### src/rtl/qcms_pkg.sv
`default_nettype none
package qcms_pkg;
	localparam int unsigned MaxCandidatesDefault = 64;
	localparam int unsigned CoordW = 16;
	localparam int unsigned DistW = 17;
	localparam int unsigned ErrW = 19;
	localparam int unsigned IndexW = 6;
	localparam int unsigned RadW = 34;
	localparam logic [DistW-1:0] LimitReset = 17'd92681;
	localparam logic [ErrW-1:0] NoMatch = '1;
	localparam logic OpReference = 1'b0;
	localparam logic OpCandidate = 1'b1;
	localparam logic [1:0] LastCorner = 2'd3;

	typedef struct packed {
		logic op;
		logic [1:0] corner;
		logic signed [CoordW-1:0] x;
		logic signed [CoordW-1:0] y;
		logic last;
		logic score;
	} qcms_item_t;
endpackage
`default_nettype wire

### src/rtl/qcms_front.sv
`default_nettype none
module qcms_front
	import qcms_pkg::*;
(
	input wire logic clk,
	input wire logic arst_n,
	input wire logic in_valid,
	output logic in_stall,
	input wire logic operation,
	input wire logic [1:0] corner_index,
	input wire logic signed [CoordW-1:0] point_x,
	input wire logic signed [CoordW-1:0] point_y,
	input wire logic last_candidate,
	output qcms_item_t head,
	output logic head_valid,
	input wire logic pop
);
	qcms_item_t mem_q [2];
	logic wr_ptr_q, rd_ptr_q;
	logic [1:0] fill_q;
	logic push;
	qcms_item_t item;

	always_comb begin
		item.op = operation;
		item.corner = corner_index;
		item.x = point_x;
		item.y = point_y;
		item.last = last_candidate;
		item.score = (operation == OpCandidate) && (corner_index == LastCorner);
	end

	assign in_stall = fill_q == 2'd2;
	assign push = in_valid && !in_stall;
	assign head_valid = fill_q != 2'd0;
	assign head = mem_q[rd_ptr_q];

	always_ff @(posedge clk) begin
		if (push) mem_q[wr_ptr_q] <= item;
	end

	always_ff @(posedge clk or negedge arst_n) begin
		if (!arst_n) begin
			wr_ptr_q <= 1'b0;
			rd_ptr_q <= 1'b0;
			fill_q <= 2'd0;
		end else begin
			if (push) wr_ptr_q <= !wr_ptr_q;
			if (pop) rd_ptr_q <= !rd_ptr_q;
			fill_q <= fill_q + 2'(push) - 2'(pop);
		end
	end
endmodule
`default_nettype wire

### src/rtl/qcms_back.sv
`default_nettype none
module qcms_back
	import qcms_pkg::*;
#(
	parameter int unsigned MAX_CANDIDATES = MaxCandidatesDefault
) (
	input wire logic clk,
	input wire logic arst_n,
	input wire qcms_item_t head,
	input wire logic head_valid,
	output logic pop,
	input wire logic cfg_we,
	input wire logic [DistW-1:0] cfg_limit,
	output logic out_valid,
	input wire logic out_stall,
	output logic found,
	output logic [IndexW-1:0] best_index,
	output logic [ErrW-1:0] best_error,
	output logic overflow
);
	localparam int unsigned CntW = $clog2(MAX_CANDIDATES + 1);
	localparam logic [CntW-1:0] CntMax = CntW'(MAX_CANDIDATES);

	localparam logic [2:0] StIdle = 3'd0;
	localparam logic [2:0] StDiff = 3'd1;
	localparam logic [2:0] StSq = 3'd2;
	localparam logic [2:0] StAdd = 3'd3;
	localparam logic [2:0] StRoot = 3'd4;
	localparam logic [2:0] StPick = 3'd5;
	localparam logic [2:0] StDone = 3'd6;
	localparam logic [2:0] StEmit = 3'd7;

	logic [2:0] state_q;
	logic signed [CoordW-1:0] refx_q [4];
	logic signed [CoordW-1:0] refy_q [4];
	logic signed [CoordW-1:0] candx_q [4];
	logic signed [CoordW-1:0] candy_q [4];
	logic [DistW-1:0] limit_q, lim_q;
	logic [1:0] i_q, j_q, pick_q;
	logic pick_ok_q, last_q, ovf_q;
	logic [3:0] taken_q;
	logic [ErrW-1:0] sum_q, best_q;
	logic [CntW-1:0] count_q, best_pos_q;
	logic [CoordW-1:0] ux_q, uy_q;
	logic [2*CoordW-1:0] sqx_q, sqy_q;
	logic [RadW-1:0] rad_q;
	logic [ErrW-1:0] rem_q;
	logic [DistW-1:0] root_q;
	logic [4:0] iter_q;
	logic out_valid_q, found_q, ovf_out_q;
	logic [IndexW-1:0] idx_out_q;
	logic [ErrW-1:0] err_out_q;

	logic signed [CoordW:0] dx, dy;
	logic [ErrW-1:0] rem_sh, trial;
	logic d_lt, nok;
	logic [DistW-1:0] nlim;
	logic [1:0] npick;
	logic [ErrW-1:0] nsum;
	logic emit_go;
	logic load_out;

	assign pop = (state_q == StIdle) && head_valid;
	assign dx = {refx_q[i_q][CoordW-1], refx_q[i_q]} - {candx_q[j_q][CoordW-1], candx_q[j_q]};
	assign dy = {refy_q[i_q][CoordW-1], refy_q[i_q]} - {candy_q[j_q][CoordW-1], candy_q[j_q]};
	assign rem_sh = {rem_q[ErrW-3:0], rad_q[RadW-1:RadW-2]};
	assign trial = ErrW'({root_q[DistW-2:0], 2'b01});
	assign d_lt = root_q < lim_q;
	assign nlim = d_lt ? root_q : lim_q;
	assign npick = d_lt ? j_q : pick_q;
	assign nok = d_lt || pick_ok_q;
	assign nsum = sum_q + ErrW'(nlim);
	assign emit_go = !out_valid_q || !out_stall;
	assign load_out = (state_q == StEmit) && emit_go;

	always_ff @(posedge clk) begin
		if (pop) begin
			if (head.op == OpReference) begin
				refx_q[head.corner] <= head.x;
				refy_q[head.corner] <= head.y;
			end else begin
				candx_q[head.corner] <= head.x;
				candy_q[head.corner] <= head.y;
			end
		end
		if (state_q == StDiff) begin
			ux_q <= CoordW'(dx[CoordW] ? -dx : dx);
			uy_q <= CoordW'(dy[CoordW] ? -dy : dy);
		end
		if (state_q == StSq) begin
			sqx_q <= ux_q * ux_q;
			sqy_q <= uy_q * uy_q;
		end
		if (state_q == StAdd) begin
			rad_q <= RadW'(sqx_q) + RadW'(sqy_q);
			rem_q <= '0;
			root_q <= '0;
		end
		if (state_q == StRoot) begin
			rad_q <= {rad_q[RadW-3:0], 2'b00};
			if (rem_sh >= trial) begin
				rem_q <= rem_sh - trial;
				root_q <= {root_q[DistW-2:0], 1'b1};
			end else begin
				rem_q <= rem_sh;
				root_q <= {root_q[DistW-2:0], 1'b0};
			end
		end
	end

	always_ff @(posedge clk or negedge arst_n) begin
		if (!arst_n) begin
			state_q <= StIdle;
			limit_q <= LimitReset;
			lim_q <= '0;
			i_q <= '0;
			j_q <= '0;
			pick_q <= '0;
			pick_ok_q <= 1'b0;
			taken_q <= '0;
			sum_q <= '0;
			last_q <= 1'b0;
			best_q <= NoMatch;
			best_pos_q <= '0;
			count_q <= '0;
			ovf_q <= 1'b0;
			iter_q <= '0;
			out_valid_q <= 1'b0;
			found_q <= 1'b0;
			idx_out_q <= '0;
			err_out_q <= '0;
			ovf_out_q <= 1'b0;
		end else begin
			if (cfg_we) limit_q <= cfg_limit;
			if (out_valid_q && !out_stall && !load_out) out_valid_q <= 1'b0;
			unique case (state_q)
				StIdle: begin
					if (pop) begin
						last_q <= head.last;
						if (head.op == OpReference) begin
							best_q <= NoMatch;
							best_pos_q <= '0;
							count_q <= '0;
							ovf_q <= 1'b0;
						end else if (head.score) begin
							if (count_q >= CntMax) begin
								ovf_q <= 1'b1;
								if (head.last) state_q <= StEmit;
							end else begin
								i_q <= '0;
								j_q <= '0;
								lim_q <= limit_q;
								pick_ok_q <= 1'b0;
								taken_q <= '0;
								sum_q <= '0;
								state_q <= StDiff;
							end
						end
					end
				end
				StDiff: state_q <= StSq;
				StSq: state_q <= StAdd;
				StAdd: begin
					iter_q <= '0;
					state_q <= StRoot;
				end
				StRoot: begin
					iter_q <= iter_q + 5'd1;
					if (iter_q == 5'(DistW - 1)) state_q <= StPick;
				end
				StPick: begin
					if (j_q != LastCorner) begin
						lim_q <= nlim;
						pick_q <= npick;
						pick_ok_q <= nok;
						j_q <= j_q + 2'd1;
						state_q <= StDiff;
					end else if (!nok || taken_q[npick]) begin
						state_q <= StDone;
					end else begin
						taken_q[npick] <= 1'b1;
						sum_q <= nsum;
						if (i_q == LastCorner) begin
							if (nsum < best_q) begin
								best_q <= nsum;
								best_pos_q <= count_q;
							end
							state_q <= StDone;
						end else begin
							i_q <= i_q + 2'd1;
							j_q <= '0;
							lim_q <= limit_q;
							pick_ok_q <= 1'b0;
							state_q <= StDiff;
						end
					end
				end
				StDone: begin
					count_q <= count_q + CntW'(1);
					state_q <= last_q ? StEmit : StIdle;
				end
				StEmit: begin
					if (emit_go) begin
						out_valid_q <= 1'b1;
						found_q <= best_q != NoMatch;
						idx_out_q <= (best_q != NoMatch) ? IndexW'(best_pos_q) : '0;
						err_out_q <= (best_q != NoMatch) ? best_q : '0;
						ovf_out_q <= ovf_q;
						best_q <= NoMatch;
						best_pos_q <= '0;
						count_q <= '0;
						ovf_q <= 1'b0;
						state_q <= StIdle;
					end
				end
				default: state_q <= StIdle;
			endcase
		end
	end

	assign out_valid = out_valid_q;
	assign found = found_q;
	assign best_index = idx_out_q;
	assign best_error = err_out_q;
	assign overflow = ovf_out_q;
endmodule
`default_nettype wire

### src/rtl/quad_corner_match_search_unit.sv
// quad corner match search
// input channel: in_valid/in_stall with operation, corner_index, point_x,
// point_y, last_candidate; a transfer happens when in_valid is high and
// in_stall is low. load four reference corners (operation 0), then send
// candidates as corners 0 to 3 (operation 1), last_candidate on corner 3
// of the final one.
// config channel: cfg_valid/cfg_ready with cfg_data, the corner limit;
// cfg_ready is always high.
// output channel: out_valid/out_stall with found, best_index, best_error,
// overflow; one result after each candidate group.
// a two-entry queue sits between acceptance and the scoring engine.
// reference corners and candidate corners 0 to 2 are stored without scoring.
// corner 3 runs up to 16 distances through a pair of squarers and a
// bit-per-cycle root unit, each through diff, square, add, root and pick.
// after scoring, the result passes StDone and StEmit and leaves once the output is free.
// a stalled result holds its value; scoring of the next group continues
// until a new result must be loaded.
// reset clears the queue, search state and output; limit returns to 92681.
`default_nettype none
module quad_corner_match_search_unit
	import qcms_pkg::*;
#(
	parameter int unsigned MAX_CANDIDATES = MaxCandidatesDefault
) (
	input wire logic clk,
	input wire logic arst_n,
	input wire logic in_valid,
	output logic in_stall,
	input wire logic operation,
	input wire logic [1:0] corner_index,
	input wire logic signed [CoordW-1:0] point_x,
	input wire logic signed [CoordW-1:0] point_y,
	input wire logic last_candidate,
	input wire logic cfg_valid,
	output logic cfg_ready,
	input wire logic [DistW-1:0] cfg_data,
	output logic out_valid,
	input wire logic out_stall,
	output logic found,
	output logic [IndexW-1:0] best_index,
	output logic [ErrW-1:0] best_error,
	output logic overflow
);
	qcms_item_t head;
	logic head_valid, pop;

	assign cfg_ready = 1'b1;

	qcms_front u_front (
		.clk, .arst_n, .in_valid, .in_stall, .operation, .corner_index,
		.point_x, .point_y, .last_candidate, .head, .head_valid, .pop
	);

	qcms_back #(.MAX_CANDIDATES(MAX_CANDIDATES)) u_back (
		.clk, .arst_n, .head, .head_valid, .pop,
		.cfg_we(cfg_valid && cfg_ready), .cfg_limit(cfg_data),
		.out_valid, .out_stall, .found, .best_index, .best_error, .overflow
	);
endmodule
`default_nettype wire

### config.mk
export PLATFORM = sky130hd
export DESIGN_NAME = quad_corner_match_search_unit
export DESIGN_NICKNAME = d
export VERILOG_FILES = /design/src/rtl/qcms_pkg.sv /design/src/rtl/qcms_front.sv /design/src/rtl/qcms_back.sv /design/src/rtl/quad_corner_match_search_unit.sv
export SDC_FILE = /design/constraint.sdc
export NUM_CORES = 2
export LEC_CHECK = 0
export BUFFER_PORTS_ARGS = -buffer_cell sky130_fd_sc_hd__buf_2
export CORE_MARGIN = 3
export CORE_UTILIZATION = 39
export CTS_BUF_LIST = sky130_fd_sc_hd__clkbuf_8
export DETAILED_ROUTE_END_ITERATION = 12
export GPL_ROUTABILITY_DRIVEN = 0
export GPL_TIMING_DRIVEN = 0
export PLACE_DENSITY = 0.55
export SYNTH_ARGS = -nofsm -noshare
export SYNTH_HDL_FRONTEND = slang
export SYNTH_SLANG_ARGS = --single-unit
### constraint.sdc
create_clock -name clk -period 8.9 [get_ports clk]
set_clock_uncertainty 0.2 [all_clocks]
set_input_delay 0.445 -clock clk [delete_from_list [all_inputs] [get_ports clk]]
set_output_delay 0.445 -clock clk [all_outputs]
set_load 0.03 [all_outputs]
# Word level (Yosys, flattened, before mapping)
# Memory sizes are Yosys's and may differ from the RTL's.
# Cells that the tools add are included.
# totals
ram_bits	330
reg_bits	302
mem_count	5
input_bits	58
# memory_table
memory	words	word_bits	read_ports	rd_clocked_by_memory_dff	write_ports	line	rtl
u_front.mem_q	2	37	1	0	1	qcms_front.sv:18	qcms_item_t mem_q [2];
u_back.candx_q	4	16	1	0	1	qcms_back.sv:36	logic signed [CoordW-1:0] candx_q [4];
u_back.candy_q	4	16	1	0	1	qcms_back.sv:37	logic signed [CoordW-1:0] candy_q [4];
u_back.refx_q	4	16	1	0	1	qcms_back.sv:34	logic signed [CoordW-1:0] refx_q [4];
u_back.refy_q	4	16	1	0	1	qcms_back.sv:35	logic signed [CoordW-1:0] refy_q [4];
# op_classes
n_addsub	13
bitwise_logic	1
reduce_logical	34
n_lt_le_gt_ge	6
n_mux	107
eq_ne	30
mul	2
# ops
op	count
2-to-1 mux 19 bit	14
2-to-1 mux 17 bit	13
2-to-1 mux 34 bit	2
multiplier 16 x 16 -> 32 bit	2
case mux 19 bit (3 select lines)	1
case mux 19 bit (2 select lines)	1
case mux 17 bit (2 select lines)	1
subtractor 16 x 16 -> 17 bit	2
adder 32 x 32 -> 33 bit	1
2-to-1 mux 3 bit	11
2-to-1 mux 16 bit	2
negator 16 bit	2
2-to-1 mux 6 bit	5
2-to-1 mux 1 bit	26
2-to-1 mux 4 bit	6
case mux 3 bit (8 select lines)	1
2-to-1 mux 2 bit	11
2-to-1 mux 7 bit	3
case mux 7 bit (3 select lines)	1
adder 19 x 17 -> 19 bit	1
>= comparator 19 x 18 -> 1 bit	1
less-than comparator 19 bit	1
!= test 19 bit, second input constant	1
!= test 2 bit, second input constant	9
38 further kinds	75

# Logic depth before layout (Yosys ltp)
# logic_depth
word_depth	10
mapped_depth	30

# By module
# A second synthesis with hierarchy kept.
# unflattened
cells_unflattened	3723
area_unflattened_um2	43862.1
# modules_own_cells
module	cells_each	area_per_inst_um2	n_inst
qcms_back	3588	40898.0	1
qcms_front	133	2952.8	1
quad_corner_match_search_unit	2	11.3	1

# Worst setup path after synthesis
# No wires, ideal clock.
# synth_timing
kind	register -> register
startpoint	register u_back.uy_q[1]
endpoint	register u_back.sqy_q[30] (data pin)
stages_incl_launch_ff	23
setup_slack_ns	2.106
n_path_buf	2
arrival_time_ns	6.333
setup_ns	0.261
cell_sequence	edfxtp_1 > clkbuf_1 > clkbuf_1 > nand2_1 > fa_1 > inv_1 > fa_1 > inv_1 > fa_1 > fa_1 > fa_1 > fa_1 > inv_1 > ha_1 > a21o_1 > a21o_1 > a221o_1 > a22o_1 > a31o_2 > o211a_1 > o21a_1 > o2111a_1 > a311o_1
# synth_via
elab_chain_cells	1
# synth_rtl
item	line	rtl
start: declaration	qcms_back.sv:44	logic [CoordW-1:0] ux_q, uy_q;
start signal: assignment	qcms_back.sv:88	uy_q <= CoordW'(dy[CoordW] ? -dy : dy);
multiplier 16 x 16 -> 32 bit	qcms_back.sv:92	sqy_q <= uy_q * uy_q;
end signal: assignment	qcms_back.sv:92	
end: declaration	qcms_back.sv:45	logic [2*CoordW-1:0] sqx_q, sqy_q;
# No other way between the ends.
# A chain may end at the register's enable or synchronous reset.

# Worst setup path after layout
# layout_timing
startpoint	register u_back.ux_q[8]
endpoint	register u_back.sqx_q[31] (data pin)
# layout_via
elab_chain_cells	1
# layout_rtl
item	line	rtl
start: declaration	qcms_back.sv:44	
start signal: assignment	qcms_back.sv:87	ux_q <= CoordW'(dx[CoordW] ? -dx : dx);
multiplier 16 x 16 -> 32 bit	qcms_back.sv:91	sqx_q <= ux_q * ux_q;
end signal: assignment	qcms_back.sv:91	
end: declaration	qcms_back.sv:45	
# No other way between the ends.

==> impl_metrics.yaml <==
clock_tree:
  cts_root_buffer: "clkbuf_8"
  postCtsResizedCells: 0
  htree_levels: 3
  clk_pin_slew_worst_paths_ps: 60
  cts_tree: "built"
  cts_made_buffers: 107
  clock_sinks: 630
  clk_latency_ps: 750
  post_cts_buffers: 0
  cts_hold_buf: 65
  clockBufferDepth: 3
timing:
  worst_pin_slew_ps: 1211
  setup_violations: 0
  fin_crit_sh: 0.9231
  timing.fmax_mhz: 121.7
  rsz0062_at_grt: "no"
  maxSlewViolCount: 0
  fin_crit_ps: 8216
  relSlewSlack: 0.1842
  hold_viol: 0
die:
  die_h_um: 340.5
  coreArea_sq_um: 110800
  die_w_um: 340.5
  placementRows: 122
  ios: 88
  initial_core_util: 0.3938
  die-area_sq_um: 115900
min_path:
  min-delay-start: "point_x[6]"
  hold_path.class: "in -> reg"
cells_and_area:
  nets: 4685
  drive_gt1_frac: 0.1227
  final_common_cell: "inv_1"
  seqCellArea_sq_um: 18240
  n_fill_cell: 10477
  stdcell_count: 5540
  area_growth_pct: 12.57
  multi_input_area_sq_um: 22780
  most-common-layout-cells: "628 x inv_1, 490 x edfxtp_1, 336 x ha_1"
  final_area_sq_um: 49120
logic_synthesis:
  ys_ff_latch: 630
  synth_flop_cell: "edfxtp_1"
  yosys.cell_types.count: 90
  synth_compound_area_frac: 0.08427
  postSynthCellCount: 3685
  ys_seq_area_frac: 0.4180
  synth_edf_count: 490
  syn_avg_cell_area_sq_um: 11.84
  synth_top_family_by_area: "adder cells"
  synth_fa_ha_area_frac: 0.2482
  async_reset_ff_frac: 0.2190
  synth_mux_area_frac: 0.06583
  synth_warnings: 0
  synthSimpleGateAreaFrac: 0.08791
  synthXorXnorAreaFrac: 0.03392
  synthesis.area_sq_um: 43640
  syn_nets: 4410
global_routing:
  grtUsageTotal: 0.1734
  grt_pass1_vias: 28317
  grt_max_degree: 87
  grt.overflow.total: 0
  grt_antenna_before_repair: 3
  grt_pass1_wl_um: 159800
detailed_routing:
  first_iter_violations: 1589
  ant_nets: 0
  routedWlPerCell_um: 17.81
  drt_wl_total_um: 98670
  viasPerCell: 4.964
  first_pass_iters: 5
  drcViolationCount: 0
  vias: 27498
worst_setup_path:
  worstPathArrival_ps: 8480
  rr_endpoint: "u_back.sqx_q[31]$_DFFE_PP_"
  timing.critical_path.mode_cell: "fa_1"
  path_cells: "clkbuf_1 -> inv_1 -> nor2_1 -> fa_1 -> inv_1 -> fa_1 -> fa_1 -> inv_1 -> fa_1 -> inv_1 -> fa_1 -> fa_1 -> inv_1 -> ha_1 -> nand4_1 -> a31oi_1 -> nor4_1 -> a2111oi_0 -> o31ai_1 -> o2111ai_1 -> a21oi_1 -> xnor2_1"
  endpoint: "u_back.sqx_q[31]$_DFFE_PP_"
  rrSetupSlack_ps: 680
  worst-path-max-fanout: 10
  r2r-start: "u_back.ux_q[8]$_DFFE_PP_"
  crit_path_start_kind: "flip-flop"
  critPathSlowestCell: "a2111oi_0"
  slowest_delay_ps: 870
  r2r_cells: 22
  cp-startpoint: "u_back.ux_q[8]$_DFFE_PP_"
  critical_path_class: "reg -> reg"
  cp.required_ps: 9170
  end_kind: "flip-flop"
place:
  place_area_sq_um: 46300
  post-place-cells: 5274
  port-buffer-count: 85
  place_hpwl_um: 75090
status:
  status: "complete, no violations"
job:
  drv_cap: 0
-- flip-flops by register name, summed over array words and instances (netlist names), 5 cells and up --
name	cells
u_back.lim_q	17
u_back.candy_q	64
u_back.limit_q	17
u_back.rad_q	34
u_front.mem_q	74
u_back.best_q	19
u_back.rem_q	17
u_back.iter_q	5
u_back.best_pos_q	6
u_back.candx_q	64
u_back.best_index	6
u_back.sqy_q	31
u_back.count_q	7
u_back.sqx_q	31
u_back.ux_q	16
u_back.uy_q	16
u_back.refy_q	64
u_back.root_q	17
u_back.sum_q	19
u_back.best_error	19
u_back.refx_q	64
-- logic make-up after synthesis --
logic type	Yosys count
multiplexers	192
AO/OA/AOI/OAI	530
AND/OR/NAND/NOR	790
adder cells (fa/ha/maj)	667
other	1
XOR/XNOR	169
flip-flops	630
buffers and inverters	706
-- Yosys cell counts (all sizes together) (53+ instances only) --
| cell | n | share of area |
|---|---|---|
| a21oi | 123 | 0.014 |
| clkbuf | 73 | 0.0063 |
| mux4 | 64 | 0.033 |
| and2 | 98 | 0.014 |
| nor2 | 202 | 0.018 |
| dfrtp | 112 | 0.064 |
| a21o | 63 | 0.011 |
| edfxtp | 490 | 0.34 |
| o21ai | 96 | 0.011 |
| inv | 608 | 0.052 |
| mux2i | 53 | 0.012 |
| fa | 331 | 0.15 |
| xnor2 | 120 | 0.024 |
| a22o | 75 | 0.015 |
| mux2 | 75 | 0.021 |
| ha | 336 | 0.096 |
| nand2 | 232 | 0.020 |
-- worst max-delay path, delay by kind of cell (launching register included) --
family / cells / cell delay (ps)
adders and majority gates: 7 / 3280
buffers and inverters: 6 / 1260
DFF: 1 / 310
xor gates and xnor gates: 1 / 510
AOI/OAI and AO/OA: 5 / 1790
and+or+nand+nor: 3 / 560
-- layer usage --
layer | GRT usage | vias up | routed length [um]
li1 | - | 13253 | -
met1 | 0.2492 | 13723 | 47200
met2 | 0.2818 | 408 | 46610
met3 | 0.02305 | 114 | 3287
met4 | 0.03646 | 0 | 1581
met5 | 0 | - | 0
-- stage by stage --
step	setup TNS (ps)	utilization	hold WS, ps	worst slack (ps)
2_1_floorplan	0	-	-50.59	2106
3_3_place_gp	-10930	0.4144	253.6	-185.6
3_5_place_dp	0	0.4178	246.4	598.1
4_1_cts	0	0.4432	133.5	566.4
5_1_grt	0	0.4432	176.5	112.2
6_report	0	0.4433	225.2	684.3
-- final cells by class --
cell class,count,share of cell area
well taps,1488,0.03790
inverters,608,0.04651
clock buffers,112,0.03138
flip-flops and latches,630,0.3713
clock inverters,87,0.01248
plain buffers,98,0.008456
diodes,2,0.0001019
multi-input cells,2349,0.4638
repair buffers,166,0.02809
-- worst min path at each step --
stage | end | cells after the start
2_1_floorplan | u_back.best_error[0]$_DFFE_PN0P_ | 0
3_5_place_dp | u_back.out_valid$_DFF_PN0_ | 1
4_1_cts | u_front.mem_q[0][24]$_DFFE_PP_ | 2
3_3_place_gp | u_back.found$_DFFE_PN0P_ | 1
6_report | u_front.mem_q[0][24]$_DFFE_PP_ | 2
5_1_grt | u_front.mem_q[0][22]$_DFFE_PP_ | 2
Power is not shown: default switching activity piles up to over one toggle a cycle in this logic, so the estimate is an artifact.
